===== config.mk =====
export PLATFORM = sky130hd
export DESIGN_NAME = ddodo_ctrl
export DESIGN_NICKNAME = d
export VERILOG_FILES = /design/src/design/ddodo_pkg.sv /design/src/design/ddodo_ctrl.sv
export SDC_FILE = /design/constraint.sdc
export NUM_CORES = 1
export LEC_CHECK = 0
export BUFFER_PORTS_ARGS = -buffer_cell sky130_fd_sc_hd__buf_4
export CAP_MARGIN = 20
export CORE_AREA = 2 2 39 41
export CTS_CLUSTER_SIZE = 28
export DETAILED_ROUTE_END_ITERATION = 16
export DIE_AREA = 0 0 41 43
export GPL_ROUTABILITY_DRIVEN = 0
export PLACE_DENSITY_LB_ADDON = 0.3
export SYNTH_ARGS = -nofsm -noshare
export SYNTH_HDL_FRONTEND = slang
export SYNTH_SLANG_ARGS = --single-unit

===== constraint.sdc =====
create_clock -name clock -period 2.39 [get_ports clock]
set_clock_uncertainty 0.2 [all_clocks]
set_input_delay 0.239 -clock clock [delete_from_list [all_inputs] [get_ports clock]]
set_output_delay 0.239 -clock clock [all_outputs]
set_load 0.01 [all_outputs]

===== src/design/ddodo_pkg.sv =====
// ----------------------------------------------------------------------------
// ddodo_pkg
// Shared types and constants of the differential drive odometry block.
// ----------------------------------------------------------------------------
package ddodo_pkg;

   // configuration register indexes
   localparam logic REG_HEADING_GAIN    = 1'b0;
   localparam logic REG_INV_TRACK_WIDTH = 1'b1;

   localparam logic [31:0] HEADING_GAIN_RST    = 32'd2278550919;
   localparam logic [23:0] INV_TRACK_WIDTH_RST = 24'd218453;

   // reciprocal of the cordic gain, 2^-32 units
   localparam logic [31:0] CORDIC_K = 32'd2608131496;

   // arctangent of 2^-i, 2^32 units per turn, rounded
   localparam int unsigned ATAN_DEPTH = 32;
   localparam int unsigned ITER_W     = $clog2(ATAN_DEPTH);
   localparam logic [31:0] ATAN_TAB [ATAN_DEPTH] = '{
      32'd536870912, 32'd316933406, 32'd167458907, 32'd85004756,
      32'd42667331,  32'd21354465,  32'd10679838,  32'd5340245,
      32'd2670163,   32'd1335087,   32'd667544,    32'd333772,
      32'd166886,    32'd83443,     32'd41722,     32'd20861,
      32'd10430,     32'd5215,      32'd2608,      32'd1304,
      32'd652,       32'd326,       32'd163,       32'd81,
      32'd41,        32'd20,        32'd10,        32'd5,
      32'd3,         32'd1,         32'd1,         32'd0
   };

   typedef enum logic [1:0] {
      MUL_ANG,
      MUL_HDG,
      MUL_STEP
   } mul_sel_type;

   typedef struct packed {
      logic        capture;
      logic        prep;
      logic        mul_en;
      mul_sel_type mul_sel;
      logic        ang_load;
      logic        hdg_load;
      logic        cordic_init;
      logic        cordic_iter;
      logic        pose_update;
      logic        out_load;
   } cmd_type;

   typedef struct packed {
      logic primed;
      logic iter_last;
      logic out_busy;
   } sts_type;

   // clamp to 32 bits signed
   function automatic logic [31:0] sat32(input logic signed [47:0] v);
      logic [31:0] r;
      if (v > 48'sh0000_7FFF_FFFF) begin
         r = 32'h7FFF_FFFF;
      end else if (v < -48'sh0000_8000_0000) begin
         r = 32'h8000_0000;
      end else begin
         r = v[31:0];
      end
      return r;
   endfunction

endpackage


===== src/design/ddodo_ctrl.sv =====
// ----------------------------------------------------------------------------
// ddodo_ctrl
// Sequencer of one odometry update: multiplies, cordic loop, pose update.
// ----------------------------------------------------------------------------
module ddodo_ctrl (
   input  logic               clock,
   input  logic               reset,
   input  logic               req_tvalid,
   output logic               req_tready,
   input  ddodo_pkg::sts_type sts,
   output ddodo_pkg::cmd_type cmd
);

   localparam logic [2:0] S_IDLE  = 3'd0;
   localparam logic [2:0] S_MANG  = 3'd1;
   localparam logic [2:0] S_MHDG  = 3'd2;
   localparam logic [2:0] S_MSTEP = 3'd3;
   localparam logic [2:0] S_CINIT = 3'd4;
   localparam logic [2:0] S_CITER = 3'd5;
   localparam logic [2:0] S_ACC   = 3'd6;
   localparam logic [2:0] S_DONE  = 3'd7;

   logic [2:0] state_ff;
   logic [2:0] state_in;

   assign req_tready = (state_ff == S_IDLE);

   always_comb begin
      state_in    = state_ff;
      cmd         = '0;
      cmd.mul_sel = ddodo_pkg::MUL_ANG;
      unique case (state_ff)
         S_IDLE: begin
            if (req_tvalid) begin
               cmd.capture = 1'b1;
               state_in    = S_MANG;
            end
         end
         S_MANG: begin
            cmd.prep    = 1'b1;
            cmd.mul_en  = 1'b1;
            cmd.mul_sel = ddodo_pkg::MUL_ANG;
            state_in    = S_MHDG;
         end
         S_MHDG: begin
            cmd.ang_load = 1'b1;
            cmd.mul_en   = 1'b1;
            cmd.mul_sel  = ddodo_pkg::MUL_HDG;
            // first beat after reset only stores the distances
            state_in     = sts.primed ? S_MSTEP : S_DONE;
         end
         S_MSTEP: begin
            cmd.hdg_load = 1'b1;
            cmd.mul_en   = 1'b1;
            cmd.mul_sel  = ddodo_pkg::MUL_STEP;
            state_in     = S_CINIT;
         end
         S_CINIT: begin
            cmd.cordic_init = 1'b1;
            state_in        = S_CITER;
         end
         S_CITER: begin
            cmd.cordic_iter = 1'b1;
            if (sts.iter_last) begin
               state_in = S_ACC;
            end
         end
         S_ACC: begin
            cmd.pose_update = 1'b1;
            state_in        = S_DONE;
         end
         S_DONE: begin
            if (!sts.out_busy) begin
               cmd.out_load = 1'b1;
               state_in     = S_IDLE;
            end
         end
         default: begin
            state_in = S_IDLE;
         end
      endcase
   end

   always_ff @(posedge clock) begin
      if (reset) begin
         state_ff <= S_IDLE;
      end else begin
         state_ff <= state_in;
      end
   end

endmodule


==> flow_summary.html, run 1 <==
<table>
<tr><th>Metric</th><th>Value</th></tr>
<tr><th colspan="2">GRT</th></tr>
<tr><td>Pin count of the biggest net entering global routing</td><td>14</td></tr>
<tr><td>Antenna violations before repair</td><td>0</td></tr>
<tr><td>Global route total overflow</td><td>0</td></tr>
<tr><td>Global-route usage over all layers</td><td>about 8.6%</td></tr>
<tr><td>Vias in the first global route</td><td>243</td></tr>
<tr><td>Wire length of the first global-routing pass</td><td>roughly 1000 um</td></tr>
<tr><th colspan="2">Final layout</th></tr>
<tr><td>Layout overhead on the synthesized area</td><td>49.8%</td></tr>
<tr><td>Top reg by flops</td><td>state_ff</td></tr>
<tr><td>Number of antenna repair diodes</td><td>0</td></tr>
<tr><td>Net count reported at finish</td><td>between 50 and 60</td></tr>
<tr><td>Largest registers</td><td>state_ff: 3 flops</td></tr>
<tr><td>Layout Utilization</td><td>30.7%</td></tr>
<tr><td>Proportion of layout cells with a drive suffix above 1</td><td>48.1%</td></tr>
<tr><td>Flip-flop count of the largest register, all copies and words added</td><td>3</td></tr>
<tr><th colspan="2">STA</th></tr>
<tr><td>Setup tns final</td><td>0 ns</td></tr>
<tr><td>Final setup violation count</td><td>0</td></tr>
<tr><td>RSZ-0062 raised after global routing</td><td>false</td></tr>
<tr><td>Headroom to the max-slew limit</td><td>just over 70%</td></tr>
<tr><td>Fmax</td><td>about 550 MHz</td></tr>
<tr><td>Share of the clock period used by the worst path</td><td>between 70 and 80%</td></tr>
<tr><td>Final critical-path required period</td><td>roughly 1.8 ns</td></tr>
<tr><td>Number of hold-slack violations in the final timing report</td><td>0</td></tr>
<tr><td>Tightest Pin Transition</td><td>0.409 ns</td></tr>
<tr><td>Pins Over Slew Limit</td><td>0</td></tr>
<tr><th colspan="2">Min path</th></tr>
<tr><td>End point of the worst hold path</td><td>state_ff[2]</td></tr>
<tr><td>Hold/Removal Path Class</td><td>in -&gt; reg</td></tr>
<tr><td>Number of instances on the worst hold path</td><td>3</td></tr>
<tr><td>HP Start</td><td>req_tvalid</td></tr>
<tr><th colspan="2">Setup path</th></tr>
<tr><td>Worst reg2reg endpoint</td><td>state_ff[2]</td></tr>
<tr><td>Reg-to-reg critical path startpoint</td><td>state_ff[2]</td></tr>
<tr><td>Kind of critical path</td><td>reg -&gt; out</td></tr>
<tr><td>Depth of the most critical reg-to-reg path</td><td>4</td></tr>
<tr><td>Cell type with the highest occurrence count on the critical path</td><td>nor2b_1</td></tr>
<tr><td>Kind of end point of the critical path</td><td>primary output</td></tr>
<tr><td>Data arrival at the endpoint of the critical path</td><td>roughly 1.4 ns</td></tr>
<tr><td>Cell family with most CP delay</td><td>flip-flops</td></tr>
<tr><td>CP Launch Type</td><td>flop</td></tr>
<tr><td>Slack of the worst reg-to-reg path</td><td>around 0.85 ns</td></tr>
<tr><td>CP required</td><td>between 1.5 and 2 ns</td></tr>
<tr><td>Critical path's largest stage delay</td><td>0.53 ns</td></tr>
<tr><td>Crit-path max FO</td><td>11</td></tr>
<tr><td>Slowest stage cell on the critical path</td><td>dfxtp_1</td></tr>
<tr><td>Critical path cell sequence</td><td>nor2b_1 -&gt; nor2b_1 -&gt; buf_4</td></tr>
<tr><td>Count of buffering cells on the critical path with inverters included</td><td>1</td></tr>
<tr><th colspan="2">Die</th></tr>
<tr><td>Vert. Die Dim</td><td>43 um</td></tr>
<tr><td>Die Outline Area</td><td>approximately 1800 um^2</td></tr>
<tr><td>Row cnt</td><td>14</td></tr>
<tr><td>Horizontal die dimension</td><td>around 41 um</td></tr>
<tr><td>Core ar.</td><td>roughly 1400 um^2</td></tr>
<tr><td>Effective utilization at floorplan</td><td>between 20% and 30%</td></tr>
<tr><td># IOs</td><td>18</td></tr>
<tr><th colspan="2">CTS</th></tr>
<tr><td>Post CTS Setup Buffer Count</td><td>0</td></tr>
<tr><td>Number of hold-repair buffers added at the cts stage</td><td>1</td></tr>
<tr><td>Clock tree from TritonCTS</td><td>yes</td></tr>
<tr><td>Clock latency reported for the late side of the worst-skew pair</td><td>0.24 ns</td></tr>
<tr><td>Clock slew at reported path FFs</td><td>0.04 ns</td></tr>
<tr><td>Cells resized by post-CTS repair</td><td>0</td></tr>
<tr><td>Clk root buf</td><td>clkbuf_4</td></tr>
<tr><td>Number of CTS-inserted buffers</td><td>3</td></tr>
<tr><td>Maximum count of clock buffers along a single path</td><td>2</td></tr>
<tr><td>H-tree levels</td><td>1</td></tr>
<tr><td>Total number of clock tree sinks</td><td>3</td></tr>
<tr><th colspan="2">Drt</th></tr>
<tr><td>Number of design rule violations left after detail routing</td><td>0</td></tr>
<tr><td>Post-detailed-route via-to-cell ratio</td><td>~4.3</td></tr>
<tr><td>Total detailed-routing wirelength</td><td>around 660 um</td></tr>
<tr><td>Antenna violation net count after detailed routing</td><td>0</td></tr>
<tr><td>First-pass DRT Iterations</td><td>4</td></tr>
<tr><td>DR vias</td><td>about 290</td></tr>
<tr><td>Drt wl/cell</td><td>between 9 and 10 um</td></tr>
<tr><td>Count of routing violations after the opening detailed-route iteration</td><td>2</td></tr>
<tr><th colspan="2">Synth</th></tr>
<tr><td>Mean post-synth cell area</td><td>8.11 um^2</td></tr>
<tr><td>Count leader, synth</td><td>nand2_1</td></tr>
<tr><td>Library cell with the largest summed area after synthesis</td><td>dfxtp_1</td></tr>
<tr><td>Post-synthesis cell count</td><td>35</td></tr>
<tr><td>Number of different library cells in the post-synthesis netlist</td><td>19</td></tr>
<tr><td>Share of synthesized flip-flops with an asynchronous set or reset</td><td>0%</td></tr>
<tr><td>Mapped cell area</td><td>284 um^2</td></tr>
<tr><td>Fraction of the yosys area taken by sequential cells</td><td>between 20% and 30%</td></tr>
<tr><td>Number of synthesized flops with an enable pin</td><td>0</td></tr>
<tr><td>Syn. warnings</td><td>0</td></tr>
<tr><td>Ranking of synthesized cells by area</td><td>dfxtp_1 21%, buf_6 7.9%, nor4_4 7.5%</td></tr>
<tr><td>Share of the synthesized area in the top cell type</td><td>between 20% and 30%</td></tr>
<tr><td>Synthesis-stage register bit count</td><td>3</td></tr>
<tr><td>Commonest cells in the synthesized netlist</td><td>4 x nand2_1, 3 x and2_1, 3 x dfxtp_1, 3 x nor2_1, 3 x nor2b_1</td></tr>
<tr><td>Most used flip-flop cell after synthesis</td><td>dfxtp_1</td></tr>
<tr><td>Number of nets produced by synthesis</td><td>between 40 and 50</td></tr>
<tr><th colspan="2">Placed design</th></tr>
<tr><td>Half-perimeter wire length of the detailed placement result</td><td>501 um</td></tr>
<tr><td>Number of buffers added on ports</td><td>17</td></tr>
<tr><th colspan="2">Power and ir drop</th></tr>
<tr><td>Total leakage power</td><td>between 0.2 and 0.25 nW</td></tr>
<tr><td>Power density over cell area</td><td>772 nW/um^2</td></tr>
<tr><td>Max IR drop VDD</td><td>between 0.0002 and 0.00025 V</td></tr>
<tr><td>Share of total power in combinational logic</td><td>between 40% and 50%</td></tr>
<tr><td>Net switching power</td><td>approximately 0.12 mW</td></tr>
<tr><td>Cell internal pwr</td><td>between 0.2 and 0.25 mW</td></tr>
<tr><td>Fraction of power spent switching nets</td><td>between 30 and 40%</td></tr>
<tr><td>Clock power frac</td><td>between 20% and 30%</td></tr>
<tr><td>Register share of total power</td><td>between 20% and 30%</td></tr>
<tr><th colspan="2">Flow run</th></tr>
<tr><td>Number of violations of the max-capacitance limit</td><td>0</td></tr>
<tr><th colspan="2">Outcome</th></tr>
<tr><td>Outcome</td><td>finished, final reports clean</td></tr>
</table>
## power by group through the flow
| stage | logic, mW | registers (mW) | clock network (mW) |
|---|---|---|---|
| final | 0.143 | 0.0920 | 0.0934 |
| after floorplan | 0.120 | 0.0684 | 0 |
| after CTS | 0.145 | 0.0925 | 0.0956 |
| after detailed placement | 0.144 | 0.0933 | 0 |
| after global placement | 0.144 | 0.0926 | 0 |
| after global routing | 0.159 | 0.0984 | 0.100 |
## final cells by class
cell class	count	area, um^2
Tap cell	16	20.0
Multi-Input combinational cell	27	181
Fill cell	151	958
Clock buffer	4	26.3
Sequential cell	3	60.1
Timing Repair Buffer	18	138
## cells in the final DEF (no fill, tap or decap)
cell type	netlist	routed
a211oi_1	1	1
a21oi_1	2	2
a221oi_2	1	1
and2_1	3	3
and2b_2	1	1
and3_2	1	1
and3b_2	1	1
buf_4	2	17
clkbuf_1	0	1
clkbuf_4	0	3
dfxtp_1	3	3
dlygate4sd3_1	0	1
nand2_1	4	4
nand2b_1	2	2
nor2_1	3	3
nor2b_1	3	3
nor3_1	2	2
nor3b_1	1	1
nor4_4	1	1
o21a_1	1	1
## how the worst max path moves through the flow
| stage | start | to | depth (start not counted) |
|---|---|---|---|
| 3_5_place_dp | state_ff[0] | cmd[9] | 3 |
| 5_1_grt | state_ff[0] | cmd[9] | 3 |
| 2_1_floorplan | state_ff[2] | cmd[6] | 3 |
| 3_3_place_gp | state_ff[0] | cmd[9] | 3 |
| 6_report | state_ff[0] | cmd[9] | 3 |
| 4_1_cts | state_ff[0] | cmd[9] | 3 |
## per-layer routing
metal	wire length, um	vias up	GRT usage (%)
met1	272	120	9.65
met5	0	-	0
met2	275	17	11.9
met4	22	0	6.00
li1	-	152	-
met3	87	2	4.71
## tightest hold or removal path, cell delays in order
cell and delay (ns):
buf_4 0.10, nor4_4 0.04, nor3_1 0.14
## per-stage QoR
step | power, mW | setup slack (ns) | hold slack (ns) | instance area, um^2 | std cells
floorplan | 0.189 | 0.889 | 0.108 | 284 | 35
global placement | 0.237 | 0.781 | 0.228 | 389 | 63
detailed placement | 0.237 | 0.794 | 0.224 | 389 | 63
CTS | 0.333 | 0.537 | 0.129 | 425 | 68
global route | 0.357 | 0.443 | 0.145 | 425 | 68
finish | 0.329 | 0.557 | 0.127 | 425 | 68
## logic make-up (layout without fill, tap and decap cells)
logic type      Yosys count  in the layout  share of synthesized area [%]
simple gates             22             22                           49.8
compound gates            5              5                           14.1
flops                     3              3                           21.1
buf+inv                   5             22                           15.0
Power figures use the tool's default switching activity.
==> inputs of run 2 (changes only) <==
==> constraint.sdc (replaced) <==
create_clock -name clock -period 1.8 [get_ports clock]
set_clock_uncertainty 0.2 [all_clocks]
set_input_delay 0.18 -clock clock [delete_from_list [all_inputs] [get_ports clock]]
set_output_delay 0.18 -clock clock [all_outputs]
set_load 0.01 [all_outputs]
==> flow_summary.html, run 2 (synthesis gave the netlist of run 1 again) <==
<table>
<tr><th>Metric</th><th>Value</th></tr>
<tr><th colspan="2">STA</th></tr>
<tr><td>Share of the clock period used by the worst path</td><td>approximately 92%</td></tr>
<tr><td>RSZ-0062 raised after global routing</td><td>false</td></tr>
<tr><td>Headroom to the max-slew limit</td><td>roughly 77%</td></tr>
<tr><td>Number of hold-slack violations in the final timing report</td><td>0</td></tr>
<tr><td>Final setup violation count</td><td>0</td></tr>
<tr><td>Fmax</td><td>~600 MHz</td></tr>
<tr><td>Final critical-path required period</td><td>1.66 ns</td></tr>
<tr><td>Setup tns final</td><td>0 ns</td></tr>
<tr><td>Tightest Pin Transition</td><td>0.349 ns</td></tr>
<tr><td>Pins Over Slew Limit</td><td>0</td></tr>
<tr><th colspan="2">Setup path</th></tr>
<tr><td>CP Launch Type</td><td>flop</td></tr>
<tr><td>Kind of critical path</td><td>reg -&gt; out</td></tr>
<tr><td>CP required</td><td>between 1 and 1.5 ns</td></tr>
<tr><td>Kind of end point of the critical path</td><td>primary output</td></tr>
<tr><td>Data arrival at the endpoint of the critical path</td><td>about 1.3 ns</td></tr>
<tr><td>Crit-path max FO</td><td>10</td></tr>
<tr><th colspan="2">CTS</th></tr>
<tr><td>Clock tree from TritonCTS</td><td>yes</td></tr>
<tr><td>Clk root buf</td><td>clkbuf_4</td></tr>
<tr><td>H-tree levels</td><td>1</td></tr>
<tr><td>Number of CTS-inserted buffers</td><td>3</td></tr>
<tr><td>Post CTS Setup Buffer Count</td><td>0</td></tr>
<tr><td>Total number of clock tree sinks</td><td>3</td></tr>
<tr><td>Clock slew at reported path FFs</td><td>about 0.030 ns</td></tr>
<tr><td>Clock latency reported for the late side of the worst-skew pair</td><td>approximately 0.23 ns</td></tr>
<tr><td>Maximum count of clock buffers along a single path</td><td>2</td></tr>
<tr><th colspan="2">Final layout</th></tr>
<tr><td>Most frequent cells in the layout</td><td>17 x buf_4, 4 x nand2_1</td></tr>
<tr><td>Filler cell count</td><td>160</td></tr>
<tr><td>Layout overhead on the synthesized area</td><td>50.7%</td></tr>
<tr><td>Post-Layout Inst Area</td><td>around 430 um^2</td></tr>
<tr><td>Area of combinational cells with multiple inputs</td><td>between 150 and 200 um^2</td></tr>
<tr><td>Net count reported at finish</td><td>59</td></tr>
<tr><td>Reg area</td><td>between 60 and 70 um^2</td></tr>
<tr><td>Flip-flop count of the largest register, all copies and words added</td><td>3</td></tr>
<tr><td>Leading cell type in the layout, fill and taps excluded</td><td>buf_4</td></tr>
<tr><td>Top reg by flops</td><td>state_ff</td></tr>
<tr><td>Proportion of layout cells with a drive suffix above 1</td><td>a little over 50%</td></tr>
<tr><td>Largest registers</td><td>state_ff: 3 flops</td></tr>
<tr><td>Number of antenna repair diodes</td><td>0</td></tr>
<tr><th colspan="2">Drt</th></tr>
<tr><td>Count of routing violations after the opening detailed-route iteration</td><td>0</td></tr>
<tr><td>Drt wl/cell</td><td>9.50 um</td></tr>
<tr><td>DR vias</td><td>between 200 and 300</td></tr>
<tr><td>Post-detailed-route via-to-cell ratio</td><td>approximately 4.2</td></tr>
<tr><td>Number of design rule violations left after detail routing</td><td>0</td></tr>
<tr><td>First-pass DRT Iterations</td><td>1</td></tr>
<tr><td>Antenna violation net count after detailed routing</td><td>0</td></tr>
<tr><td>Total detailed-routing wirelength</td><td>646 um</td></tr>
<tr><th colspan="2">Flow run</th></tr>
<tr><td>Number of violations of the max-capacitance limit</td><td>0</td></tr>
<tr><th colspan="2">Die</th></tr>
<tr><td>Core ar.</td><td>around 1400 um^2</td></tr>
<tr><td># IOs</td><td>18</td></tr>
<tr><td>Vert. Die Dim</td><td>~43 um</td></tr>
<tr><td>Effective utilization at floorplan</td><td>20.5%</td></tr>
<tr><td>Horizontal die dimension</td><td>roughly 41 um</td></tr>
<tr><td>Die Outline Area</td><td>1760 um^2</td></tr>
<tr><td>Row cnt</td><td>14</td></tr>
<tr><th colspan="2">GRT</th></tr>
<tr><td>Pin count of the biggest net entering global routing</td><td>14</td></tr>
<tr><td>Antenna violations before repair</td><td>0</td></tr>
<tr><td>Global route total overflow</td><td>0</td></tr>
<tr><td>Wire length of the first global-routing pass</td><td>just under 1000 um</td></tr>
<tr><td>Vias in the first global route</td><td>250</td></tr>
<tr><td>Global-route usage over all layers</td><td>approximately 8.4%</td></tr>
<tr><th colspan="2">Placed design</th></tr>
<tr><td>Placed Instance Area</td><td>roughly 390 um^2</td></tr>
<tr><td>Number of buffers added on ports</td><td>17</td></tr>
<tr><td>Half-perimeter wire length of the detailed placement result</td><td>around 500 um</td></tr>
<tr><th colspan="2">Power and ir drop</th></tr>
<tr><td>Power density over cell area</td><td>1010 nW/um^2</td></tr>
<tr><td>Max IR drop VDD</td><td>0.000355 V</td></tr>
<tr><td>Total leakage power</td><td>0.201 nW</td></tr>
<tr><th colspan="2">Min path</th></tr>
<tr><td>Hold/Removal Path Class</td><td>in -&gt; reg</td></tr>
<tr><th colspan="2">Outcome</th></tr>
<tr><td>Outcome</td><td>finished, final reports clean</td></tr>
</table>
-- run 2: changes by cell type in the layout (fill, tap and decap cells not counted) --
cell,change
dfxtp_1,-2
dfxtp_2,+2
-- run 2: what timing repair did --
action / 4_1_cts / 5_1_grt
hold endpoints to repair: 3 / 0
endpoints found under the setup margin: 0 / 3
hold buffers: 1 / 0
resized for setup: 0 / 2
-- run 2: layer usage --
layer	global-route usage, %	routed length, um	vias up
met2	12.8	278	15
met1	9.00	287	123
met5	0	0	-
li1	-	-	150
met4	6.00	0	0
met3	3.14	80	0
-- run 2: final timing paths --
kind,startpoint,endpoint,slack (ns),cells past startpoint
hold / removal,req_tvalid,state_ff[2],0.1,3
hold reg to reg,state_ff[0],state_ff[0],0.37,1
setup reg to reg,state_ff[1],state_ff[2],0.30,4
setup / recovery,state_ff[1],cmd[0],0.14,3
-- run 2: power by group --
part / internal [mW] / switching, mW / leakage, nW
combinational: 0.109 / 0.0815 / 0.161
sequential: 0.0831 / 0.0424 / 0.0254
clock: 0.0829 / 0.0330 / 0.0150
total: 0.275 / 0.157 / 0.201
-- run 2: area by class of cell --
cell class / count / share of cell area (%)
clock buffers: 4 / 6.14
multi-input cells: 27 / 42.4
flip-flops and latches: 3 / 14.6
repair buffers: 18 / 32.2
well taps: 16 / 4.68
-- run 2: critical path: stages, from the launching register on --
cell	delay [ns]
dfxtp_1	0.52
and3_2	0.29
nor2b_1	0.13
buf_4	0.12
-- run 2: per-stage QoR --
stage               total power [mW]  setup WS [ns]  cells  utilization, %  hold slack [ns]
CTS                            0.440         0.0216     68            30.7           0.0990
global placement               0.314          0.227     63            28.1            0.167
floorplan                      0.251          0.358     35               -           0.0491
global route                   0.473         0.0442     68            30.9            0.119
detailed placement             0.316          0.223     63            28.1            0.167
finish                         0.432          0.138     68            30.9           0.0955
